$ cat config.mk
export PLATFORM = sky130hd
export DESIGN_NAME = swpd_pixel_out
export DESIGN_NICKNAME = d
export VERILOG_FILES = /design/src/design/swpd_pkg.sv /design/src/design/swpd_pixel_out.sv
export SDC_FILE = /design/constraint.sdc
export NUM_CORES = 1
export LEC_CHECK = 0
export ABC_AREA = 1
export BUFFER_PORTS_ARGS = -buffer_cell sky130_fd_sc_hd__buf_4
export CORE_MARGIN = 4
export CORE_UTILIZATION = 25
export DETAILED_ROUTE_END_ITERATION = 16
export PLACE_DENSITY = 0.57
export SLEW_MARGIN = 20
export SYNTH_ARGS = -nofsm -noshare
export SYNTH_HDL_FRONTEND = slang
export SYNTH_SLANG_ARGS = --single-unit
$ cat constraint.sdc
create_clock -name aclk -period 2.2 [get_ports aclk]
set_input_delay 0.44 -clock aclk [delete_from_list [all_inputs] [get_ports aclk]]
set_output_delay 0.44 -clock aclk [all_outputs]
set_load 0.01 [all_outputs]
$ cat src/design/swpd_pkg.sv
`timescale 1ns / 1ps

package swpd_pkg;

    localparam int SCREEN_BYTES_DEF = 32768;

    localparam int PIX_W    = 17;
    localparam int OFF_W    = 15;
    localparam int DATA_W   = 32;
    localparam int SHADOW_W = 16;
    localparam int IDX_W    = 3;
    localparam int RGB_W    = 24;
    localparam int APB_AW   = 3;

    // write size codes
    localparam logic [1:0] ACT_BYTE = 2'd0;
    localparam logic [1:0] ACT_WORD = 2'd1;
    localparam logic [1:0] ACT_LONG = 2'd2;
    localparam logic [1:0] ACT_NONE = 2'd3;

    // register index
    localparam logic REG_MODE = 1'b0;

    // one screen word handed to the pixel emitter
    typedef struct packed {
        logic [PIX_W-1:0]    pix_base;
        logic [SHADOW_W-1:0] word;
        logic                last;
    } job_t;

    // colour number for column col of a screen word
    function automatic logic [IDX_W-1:0] pixel_colour(
        input logic [SHADOW_W-1:0] word,
        input logic [2:0]          col,
        input logic                eight_mode
    );
        logic [7:0] hi;
        logic [7:0] lo;
        logic [2:0] b;
        logic [2:0] b1;
        logic       g;
        logic       r;
        hi = word[15:8];
        lo = word[7:0];
        if (eight_mode) begin
            b  = {col[2:1], 1'b0} ^ 3'b110;
            b1 = b | 3'b001;
            pixel_colour = {hi[b1], lo[b1], lo[b]};
        end else begin
            b = ~col;
            g = hi[b];
            r = lo[b];
            pixel_colour = {g, r, g & r};
        end
    endfunction

    function automatic logic [RGB_W-1:0] palette_rgb(input logic [IDX_W-1:0] idx);
        logic [RGB_W-1:0] rgb;
        case (idx)
            3'd0:    rgb = 24'h000000;
            3'd1:    rgb = 24'h0000FF;
            3'd2:    rgb = 24'hFF0000;
            3'd3:    rgb = 24'hFF00FF;
            3'd4:    rgb = 24'h00FF00;
            3'd5:    rgb = 24'h00FFFF;
            3'd6:    rgb = 24'hFFFF00;
            default: rgb = 24'hFFFFFF;
        endcase
        return rgb;
    endfunction

endpackage

$ cat src/design/swpd_pixel_out.sv
`timescale 1ns / 1ps

module swpd_pixel_out (
    input  logic                        aclk,
    input  logic                        aresetn,
    input  logic                        eight_mode,
    input  logic                        job_valid,
    input  swpd_pkg::job_t              job,
    output logic                        job_ready,
    output logic                        m_valid,
    input  logic                        m_ready,
    output logic [swpd_pkg::PIX_W-1:0]  m_pixel_index,
    output logic [swpd_pkg::IDX_W-1:0]  m_palette_index,
    output logic [swpd_pkg::RGB_W-1:0]  m_pixel_rgb,
    output logic                        m_last
);
    import swpd_pkg::*;

    job_t              cur_reg;
    logic              cur_valid_reg;
    logic              cur_valid_next;
    logic [2:0]        col_reg;
    logic [2:0]        col_next;
    logic              m_valid_reg;
    logic              m_valid_next;
    logic [PIX_W-1:0]  pix_reg;
    logic [IDX_W-1:0]  idx_reg;
    logic [RGB_W-1:0]  rgb_reg;
    logic              last_reg;

    logic              emit;
    logic              job_done;
    logic [IDX_W-1:0]  colour;

    assign emit      = cur_valid_reg && (!m_valid_reg || m_ready);
    assign job_done  = emit && (col_reg == 3'd7);
    assign job_ready = !cur_valid_reg || job_done;
    assign colour    = pixel_colour(cur_reg.word, col_reg, eight_mode);

    always_comb begin
        cur_valid_next = cur_valid_reg;
        col_next       = col_reg;
        if (emit) begin
            col_next = col_reg + 3'd1;
        end
        if (job_done) begin
            cur_valid_next = 1'b0;
        end
        if (job_valid && job_ready) begin
            cur_valid_next = 1'b1;
            col_next       = 3'd0;
        end
        m_valid_next = m_valid_reg;
        if (emit) begin
            m_valid_next = 1'b1;
        end else if (m_ready) begin
            m_valid_next = 1'b0;
        end
    end

    always_ff @(posedge aclk) begin
        if (!aresetn) begin
            cur_valid_reg <= 1'b0;
            col_reg       <= 3'd0;
            m_valid_reg   <= 1'b0;
        end else begin
            cur_valid_reg <= cur_valid_next;
            col_reg       <= col_next;
            m_valid_reg   <= m_valid_next;
        end
    end

    always_ff @(posedge aclk) begin
        if (job_valid && job_ready) begin
            cur_reg <= job;
        end
        if (emit) begin
            // base has its low three bits clear, so the add is a plain OR
            pix_reg  <= cur_reg.pix_base | PIX_W'(col_reg);
            idx_reg  <= colour;
            rgb_reg  <= palette_rgb(colour);
            last_reg <= cur_reg.last && (col_reg == 3'd7);
        end
    end

    assign m_valid         = m_valid_reg;
    assign m_pixel_index   = pix_reg;
    assign m_palette_index = idx_reg;
    assign m_pixel_rgb     = rgb_reg;
    assign m_last          = last_reg;

endmodule

Word level (Yosys, flattened, before mapping)
Cells that the tools add are included.
- input port bits: 39
- word-level logic and storage cells: 54
- output and inout port bits: 47
- bits in registers: 84
- equality and inequality tests: 7
- $add $sub $neg: 1
- bitwise logic cells: 5
- reductions and logical operators: 12
- multiplexer cells: 16
- magnitude comparators: 3
- operator list (operator ; count):
    $pmux W24 S7 ; 1
    $or A17 B3 Y17 ; 1
    $eq A3 B3 Y1 const B ; 4
    $lt A3 B4 Y1 const B ; 3
    $mux W1 ; 9
    $bmux W1 S2 ; 3
    $bmux W1 S3 ; 2
    $eq A3 B2 Y1 const B ; 2
    $logic_and A1 B1 Y1 ; 4
    $reduce_bool A2 Y1 ; 2
    $add A3 B1 Y3 const B ; 1
    $eq A3 B1 Y1 const B ; 1
    $logic_not A3 Y1 ; 1
    $mux W3 ; 1
    $not A3 Y3 ; 1
    $logic_not A1 Y1 ; 2
    $logic_or A1 B1 Y1 ; 2
    $not A2 Y2 ; 1
    $reduce_or A2 Y1 ; 1
    $and A1 B1 Y1 ; 1
    $not A1 Y1 ; 1

Longest topological paths before layout
Gate-level depths: netlist (run 1).
- depth in word-level cells: 7
- depth in mapped cells: 9
- gate-level depth less buffers: 8

Worst setup path before layout (run 1)
Ideal clock, no wire load.
- kind: register to register
- start: register col_reg[1]
- end: register cur_reg[0] (netlist bit), enable pin
- path slack: 105 ps
- setup time: 389 ps
- period minus slack after synthesis: 2095 ps
- data required time: 1811 ps
- buffers on the path: 0
- arrival: 1706 ps
- stages on the path, launching flop included: 7
- cell sequence: dfxtp_1 -> ha_1 -> ha_1 -> nand2_1 -> nand2_1 -> nand2_1 -> inv_1
- word-level cells in the longest chain between the ends: 4
- RTL lines (what ; RTL line ; RTL):
    from (decl) ; swpd_pixel_out.sv:22 ; logic [2:0] col_reg;
    from (signal assigned) ; swpd_pixel_out.sv:68 ; col_reg <= col_next;
    $eq A3 B3 Y1 ; swpd_pixel_out.sv:36 ; assign job_done = emit && (col_reg == 3'd7);
    $logic_and A1 B1 Y1 ; swpd_pixel_out.sv:36 ;
    $logic_or A1 B1 Y1 ; swpd_pixel_out.sv:37 ; assign job_ready = !cur_valid_reg || job_done;
    net job_ready ; swpd_pixel_out.sv:9 ; output logic job_ready,
    $logic_and A1 B1 Y1 ; swpd_pixel_out.sv:74 ; if (job_valid && job_ready) begin
    to (signal assigned) ; swpd_pixel_out.sv:75 ; cur_reg <= job;
    to (decl) ; swpd_pixel_out.sv:19 ; job_t cur_reg;
The timed path passes the listed nets, and every way through them passes these cells.
A chain may end at the register's enable or synchronous reset.

Final worst setup path (run 1)
- start: register col_reg[2]
- end: output port job_ready
- word-level cells in the longest chain between the ends: 3
- RTL lines (what ; RTL line):
    $eq A3 B3 Y1 ; swpd_pixel_out.sv:36
    $logic_and A1 B1 Y1 ; swpd_pixel_out.sv:36
    $logic_or A1 B1 Y1 ; swpd_pixel_out.sv:37
    to (decl) ; swpd_pixel_out.sv:9
Every way passes these cells.

==> reports/results.ini, run 1 <==
[critical_path]
crit_required_ns = 1.76
cp_max_fo = 8
max_stage_delay_ns = 0.50
critPathArrivalTime_ns = 1.37
end_kind = output pin
cp_slowest_cell = dfxtp_1
start_kind = flop
path_class = reg2out
crit_chain = ha_1 > nand2_1 > nand2_1 > buf_4
crit_top_cell = nand2_1

[place]
place.gp.congestion = 0.836
dp_hpwl_um = 3380
placed_area_um2 = 3120
io_buffer_count = 85

[power]
power_mw = 2.62
p_leak_nw = 1.39
peakVddDrop_uv = 220
power_density_nw_per_um2 = 792

[finish]
largest_reg_flops = 34
multiInputGateArea_um2 = 380
fillers = 930
ff_latch_area_um2 = 1810
diodes = 0
final_cell_area_um2 = 3300
final_cell_mix = buf_4 (88), edfxtp_1 (57), nand2_1 (34)
fin_nets = 299
final_common_cell = buf_4
postLayoutCoreUtil_pct = 35.1
drive_gt1_share_pct = 45.6
area_growth_pct = 34.6

[sta]
final_max_slew_viol_count = 0
clock_skew_ns = 0.00829
relSlewSlack_pct = 78.5
tightest_slew_ns = 0.322
fin_crit_sh_pct = 82.1
rsz0062_at_grt = no
finalHoldViolations = 0
tns_ns = 0
max_freq_mhz = 554
fin_crit_ns = 1.81
finalSetupViolCount = 0

[synthesis]
synth_seq_cells = 62
synth_top_family_by_area = simple AND/OR/NAND/NOR gates
syn_avg_cell_area_um2 = 13.5
syn_nets = 223
synth_xor_area_share_pct = 0
yosysTopAreaCell = edfxtp_1
seq_area_frac_synth_pct = 73.8
synth_area_leaders = edfxtp_1 (70%), buf_4 (6.7%), nand2_1 (5.2%)
synthCells = 182
synth-simple-area-share_pct = 11.4
synthDistinctLibCells = 20
synth_top_area_share_pct = 69.7
yosys_warnings = 0
synth_mux_area_share_pct = 0
synth_area_um2 = 2450
synth_compound_area_share_pct = 3.06
synthAdderAreaFrac_pct = 1.02

[route]
postRouteAntennaNets = 0
vias_per_cell = 3.74
drc = 0
drtIter0Drc = 58
drt_wl_total_um = 4490
drt_first_pass_iters = 4
routedWlPerCell_um = 11.5
route.vias.total = 1467

[die]
die_area_um2 = 11500
pin_count = 86
die_h_um = 107
fp.dieW_um = 107
num_rows = 35
coreArea_um2 = 9420
initial_core_util_pct = 26.1

[global_routing]
grt_max_degree = 35
grt_busiest_layer = met2
grt_pass1_vias = 1391
use_met2_pct = 11.6
grt_pass1_wl_um = 6530
grt.overflow.total = 0
antenna_found_initial = 0
use_met3_pct = 3.49
grt_use_total_pct = 7.85
globalRouteMet1Util_pct = 8.90

[clocking]
cts_tree = done
cts_buffers = 9
cts_root_buf = clkbuf_8
clkSinkCount = 62
postCtsHoldBufs = 0
post_cts_buffers = 0
h-tree-depth = 3
clk_path_buf_depth = 2
clkTransAtPathRegs_ns = 0.07
worst_skew_pair.late_latency_ns = 0.33
post_cts_resized = 0

[outcome]
outcome = finished clean

[job]
cap_violations = 0

[hold_path]
hp-class = in2reg

-- critical path, delay by kind of cell (launching register included) --
family                   cells  cell delay (ns)
buffers and inverters        1             0.13
AND/OR/NAND/NOR              2             0.15
adder cells (fa/ha/maj)      1             0.24
flip-flops                   1             0.50
-- logic make-up after synthesis --
logic type,count (synthesis)
flip-flops,62
AO/OA/AOI/OAI,14
AND/OR/NAND/NOR,59
adder cells (fa/ha/maj),2
buffers and inverters,45
-- per-layer routing --
| layer | vias up | routed length, µm |
|---|---|---|
| li1 | 746 | - |
| met3 | 8 | 427 |
| met2 | 67 | 2140 |
| met4 | 0 | 106 |
| met1 | 646 | 1820 |
| met5 | - | 0 |
-- through the flow --
stage                     hold WS (ns)  std cells  setup slack, ns
final                            0.279        392            0.394
after global routing             0.251        392            0.265
after CTS                        0.255        392            0.342
after detailed placement         0.405        376            0.555
after global placement           0.401        376            0.642
after floorplan                  0.400        182            0.105
-- power by group --
part	leakage, nW	switching (mW)	total (mW)	internal (mW)
clock network	0.0964	0.425	0.939	0.514
logic	0.714	0.136	0.277	0.141
registers	0.582	0.0254	1.40	1.38
-- cells in the mapped netlist, drive strengths merged --
| cell type | n |
|---|---|
| o21ai | 3 |
| nand3 | 11 |
| buf | 24 |
| ha | 2 |
| o211ai | 1 |
| a21oi | 8 |
| nor2 | 6 |
| dfxtp | 5 |
| a31oi | 2 |
| inv | 21 |
| nand2 | 39 |
| or2 | 3 |
| edfxtp | 57 |
-- path summary, 6_finish.rpt --
path | startpoint | end | slack [ns] | cells after the start
max | col_reg[2] | job_ready | 0.39 | 4
min | job[0] | cur_reg[0] | 0.28 | 1
max reg2reg | col_reg[2] | cur_reg[1] | 0.57 | 6
min reg2reg | cur_reg[25] | m_pixel_index[8] | 0.42 | 0
-- cell type report --
class                           count  area share, %
Sequential cell                    62           54.8
Timing Repair Buffer               89           20.6
Multi-Input combinational cell     75           11.5
Tap cell                          129           4.88
Clock buffer                        9           3.75
Inverter                           21           2.46
Clock inverter                      7           1.97
Power figures use the tool's default switching activity.
==> run 2: changes to the inputs <==
- clock period: 2.2 -> 1.7 ns (I/O delays scaled with it)
==> run 2 against run 1 <==
Against the previous run:
- worst hold slack got worse by 0.094 ns
- count of clock-buffer cells in the layout unchanged
- cell count increased by 0.26%
- clock power increased by 26%
- core utilization increased by 0.57 points
- largest power group unchanged
- final area increased by 1.6%
- sequential power increased by 29%
- sequential share of layout area decreased by 0.77 points
- register-to-register slack got worse by 0.33 ns
- critical path depth increased by 1
==> reports/results.ini, run 2 (synthesized netlist as in run 1, its figures left out) <==
[outcome]
outcome = finished clean

[finish]
final_common_cell = buf_4
final_cell_mix = buf_4 (90), edfxtp_1 (57), nand2_1 (31)
postLayoutCoreUtil_pct = 35.7
fin_nets = 301
diodes = 0
drive_gt1_share_pct = 47.7
area_growth_pct = 36.8
largest_reg_flops = 34

[critical_path]
start_kind = flop
crit_top_cell = ha_4
max_stage_delay_ns = 0.35
cp_max_fo = 3
crit_required_ns = 1.36
critPathArrivalTime_ns = 1.28
r2r_slack_ns = 0.24
end_kind = output pin
r2r-start = col_reg[0]
reg2reg_depth = 7
cp_slowest_cell = dfxtp_4
cp-startpoint = col_reg[1]
path_class = reg2out
crit_chain = ha_4 > ha_4 > nand2_2 > nand2_4 > buf_4
rr_endpoint = cur_reg[1]

[die]
num_rows = 35
coreArea_um2 = 9420
fp.dieW_um = 107
die_area_um2 = 11500
die_h_um = 107
initial_core_util_pct = 26.1
pin_count = 86

[sta]
clock_skew_ns = 0.00971
fin_crit_ns = 1.62
finalSetupViolCount = 0
fin_crit_sh_pct = 95.5
finalHoldViolations = 0
rsz0062_at_grt = no
setup_ws_ns = 0.0766
final_max_slew_viol_count = 0
hold_slack_ns = 0.185
relSlewSlack_pct = 83.9
max_freq_mhz = 616
tightest_slew_ns = 0.242

[power]
p_sw_share_pct = 22.1
p_seq_share_pct = 54.0
power_density_nw_per_um2 = 1000
power_frac_comb_pct = 11.0
p_switching_mw = 0.744
peakVddDrop_uv = 287
p_int_mw = 2.62
p_clk_share_pct = 35.1
p_leak_nw = 1.39

[place]
io_buffer_count = 85
place.gp.congestion = 0.721
post-place-ws_ns = 0.127
dp_hpwl_um = 3540

[route]
drc = 0
route.vias.total = 1468
drt_wl_total_um = 4660
routedWlPerCell_um = 11.9
postRouteAntennaNets = 0
drt_first_pass_iters = 4
drtIter0Drc = 56
vias_per_cell = 3.74

[clocking]
postCtsHoldBufs = 0
cts_buffers = 9
worst_skew_pair.late_latency_ns = 0.33
cts_tree = done
clk_path_buf_depth = 2
h-tree-depth = 3
clkSinkCount = 62
cts_root_buf = clkbuf_8
clkTransAtPathRegs_ns = 0.07

[hold_path]
hp-class = in2reg
min_to = cur_reg[28]
hold_depth = 1
min_from = job[28]

[global_routing]
grt_use_total_pct = 8.30
antenna_found_initial = 0
grt_pass1_vias = 1456
grt_max_degree = 35
grt_pass1_wl_um = 7010
grt.overflow.total = 0

[job]
cap_violations = 0

==> run 2: metal layers <==
layer | track usage, % | part of all wire, % | wire length (µm)
met5 | 0 | 0 | 0
met4 | 6.30 | 2.1 | 100
met3 | 3.01 | 8.9 | 415
met2 | 13.1 | 49 | 2260
met1 | 9.06 | 40 | 1880
==> run 2: per-stage QoR <==
step | cell area, µm² | setup TNS [ns] | std cells | total power [mW]
CTS | 3360 | 0 | 393 | 3.43
global route | 3360 | 0 | 393 | 3.54
detailed placement | 3170 | 0 | 377 | 2.23
finish | 3360 | 0 | 393 | 3.36
global placement | 3170 | 0 | 377 | 2.22
floorplan | 2500 | -1.17 | 182 | 2.04
==> run 2: power groups by stage <==
stage                     combinational [mW]  clock [mW]  sequential, mW
after global routing                   0.409        1.30            1.82
after CTS                              0.380        1.23            1.82
after detailed placement               0.378           0            1.85
final                                  0.369        1.18            1.81
after floorplan                        0.179           0            1.86
after global placement                 0.372           0            1.85
==> run 2: layout make-up <==
class	count	area, µm²
fill	950	6060
sequential	62	1820
timing repair buffer	91	696
multi-input combinational	75	423
tap	129	161
clock buffer	9	124
inverter	21	85.1
clock inverter	6	53.8
==> run 2: what timing repair did <==
action                     4_1_cts  5_1_grt
buffers inserted                 1        0
resized for setup                0        0
setup endpoints to repair        1        0
==> run 2: worst max-delay path by stage <==
stage	cells after the start	end	slack, ns
CTS	5	job_ready	0.05
global route	5	job_ready	0.02
finish	5	job_ready	0.08
detailed placement	7	cur_reg[21]	0.13
global placement	7	cur_reg[32]	0.18
floorplan	6	cur_reg[0]	-0.03
==> run 2: worst max-delay path: cells and delay by family (launching register included) <==
| family | cells | cell delay, ns |
|---|---|---|
| flip-flops | 1 | 0.35 |
| adder cells (fa/ha/maj) | 2 | 0.32 |
| buffers and inverters | 1 | 0.15 |
| AND/OR/NAND/NOR | 2 | 0.14 |
==> run 3: changes to the inputs <==
- PLACE_DENSITY: 0.57 -> 0.48
==> run 3 against run 2 <==
Against the previous run:
- setup slack better by 0.0033 ns
- worst hold slack worse by 0.016 ns
- wire length is 4.1% higher
- cell count is 0.51% higher
- power is 3.3% higher
- combinational power is 3% higher
- maximum frequency is 0.21% higher
- sequential power hardly changed
- count of clock-buffer cells in the layout stayed put
- non-clock buffer count is 1 higher
- largest cell class unchanged
==> reports/results.ini, run 3 (synthesized netlist as in run 1, its figures left out) <==
[clocking]
postCtsHoldBufs = 0
cts_buffers = 9
cts_tree = done
cts_root_buf = clkbuf_8
clk_path_buf_depth = 2
worst_skew_pair.late_latency_ns = 0.34
clkTransAtPathRegs_ns = 0.07
h-tree-depth = 3
clkSinkCount = 62

[outcome]
outcome = finished clean

[sta]
rsz0062_at_grt = no
clock_skew_ns = 0.00788
fin_crit_ns = 1.62
fin_crit_sh_pct = 95.3
hold_slack_ns = 0.169
finalSetupViolCount = 0
finalHoldViolations = 0
tightest_slew_ns = 0.247
final_max_slew_viol_count = 0
max_freq_mhz = 617
setup_ws_ns = 0.0800
relSlewSlack_pct = 83.5

[hold_path]
hold_depth = 1
hp-class = in2reg
min_to = cur_reg[20]
min_from = job[20]

[route]
route.vias.total = 1503
drt_first_pass_iters = 4
drt_wl_total_um = 4850
vias_per_cell = 3.81
drtIter0Drc = 46
drc = 0
postRouteAntennaNets = 0
routedWlPerCell_um = 12.3

[power]
p_leak_nw = 1.40
power_mw = 3.47
peakVddDrop_uv = 358
power_density_nw_per_um2 = 1020

[finish]
area_growth_pct = 38.4
drive_gt1_share_pct = 48.9
final_cell_area_um2 = 3400
final_common_cell = buf_4
ff_latch_area_um2 = 1820
fin_nets = 302
diodes = 0
largest_reg_flops = 34
multiInputGateArea_um2 = 423
fillers = 929
final_cell_mix = buf_4 (90), edfxtp_1 (57), nand2_1 (31)
postLayoutCoreUtil_pct = 36.1

[global_routing]
grt_use_total_pct = 8.87
grt_max_degree = 20
grt_pass1_wl_um = 7560
antenna_found_initial = 0
grt_pass1_vias = 1537
grt.overflow.total = 0

[place]
place.gp.congestion = 0.765
placed_area_um2 = 3190
io_buffer_count = 85
post-place-ws_ns = 0.183
dp_hpwl_um = 3660

[critical_path]
critPathArrivalTime_ns = 1.28
reg2reg_depth = 7
r2r-start = col_reg[1]
path_class = reg2out
end_kind = output pin
crit_required_ns = 1.36
start_kind = flop
cp_max_fo = 3
r2r_slack_ns = 0.27
rr_endpoint = cur_reg[7]

[die]
die_area_um2 = 11500
die_h_um = 107
initial_core_util_pct = 26.1
coreArea_um2 = 9420
fp.dieW_um = 107
pin_count = 86
num_rows = 35

[job]
cap_violations = 0

==> run 3: repair_timing <==
item	4_1_cts	5_1_grt
setup buffers	1	0
gates resized for setup	0	0
setup endpoints to repair	1	0
==> run 3: layout make-up <==
| cell class | instances | share of cell area (%) |
|---|---|---|
| Timing Repair Buffer | 92 | 21.1 |
| Clock inverter | 7 | 2.17 |
| Tap cell | 129 | 4.75 |
| Inverter | 21 | 2.50 |
| Multi-Input combinational cell | 75 | 12.4 |
| Clock buffer | 9 | 3.65 |
| Sequential cell | 62 | 53.4 |
==> run 3: power by group <==
part           leakage [nW]  internal, mW  switching (mW)
clock                0.0895         0.678           0.601
sequential            0.583          1.78          0.0356
combinational         0.726         0.195           0.185
==> run 3: stage by stage <==
| step | setup TNS [ns] | cells |
|---|---|---|
| after floorplan | -1.17 | 182 |
| after global placement | 0 | 378 |
| after detailed placement | 0 | 378 |
| after CTS | 0 | 395 |
| after global routing | 0 | 395 |
| final | 0 | 395 |
==> run 3: worst max path at each step <==
stage | start | end | slack, ns | cells after the start
6_report | col_reg[1] | job_ready | 0.08 | 5
4_1_cts | col_reg[1] | job_ready | 0.05 | 5
3_5_place_dp | col_reg[1] | cur_reg[33] | 0.18 | 7
3_3_place_gp | col_reg[1] | cur_reg[33] | 0.20 | 7
2_1_floorplan | col_reg[1] | cur_reg[0] | -0.03 | 6
5_1_grt | col_reg[1] | job_ready | 0.01 | 5
==> run 3: metal layers <==
layer / track usage [%] / part of all wire (%) / routed length [µm] / up-vias
met3: 3.49 / 7.9 / 382 / 9
met4: 4.93 / 2.1 / 102 / 0
met2: 14.7 / 50 / 2410 / 60
met5: 0 / 0 / 0 / -
li1: - / - / - / 755
met1: 9.66 / 40 / 1950 / 679
==> run 3: critical path, cell delays in order, from the launching register on <==
cell and delay, ns:
dfxtp_4 0.35, ha_4 0.16, ha_4 0.15, nand2_2 0.07
nand2_4 0.06, buf_4 0.15
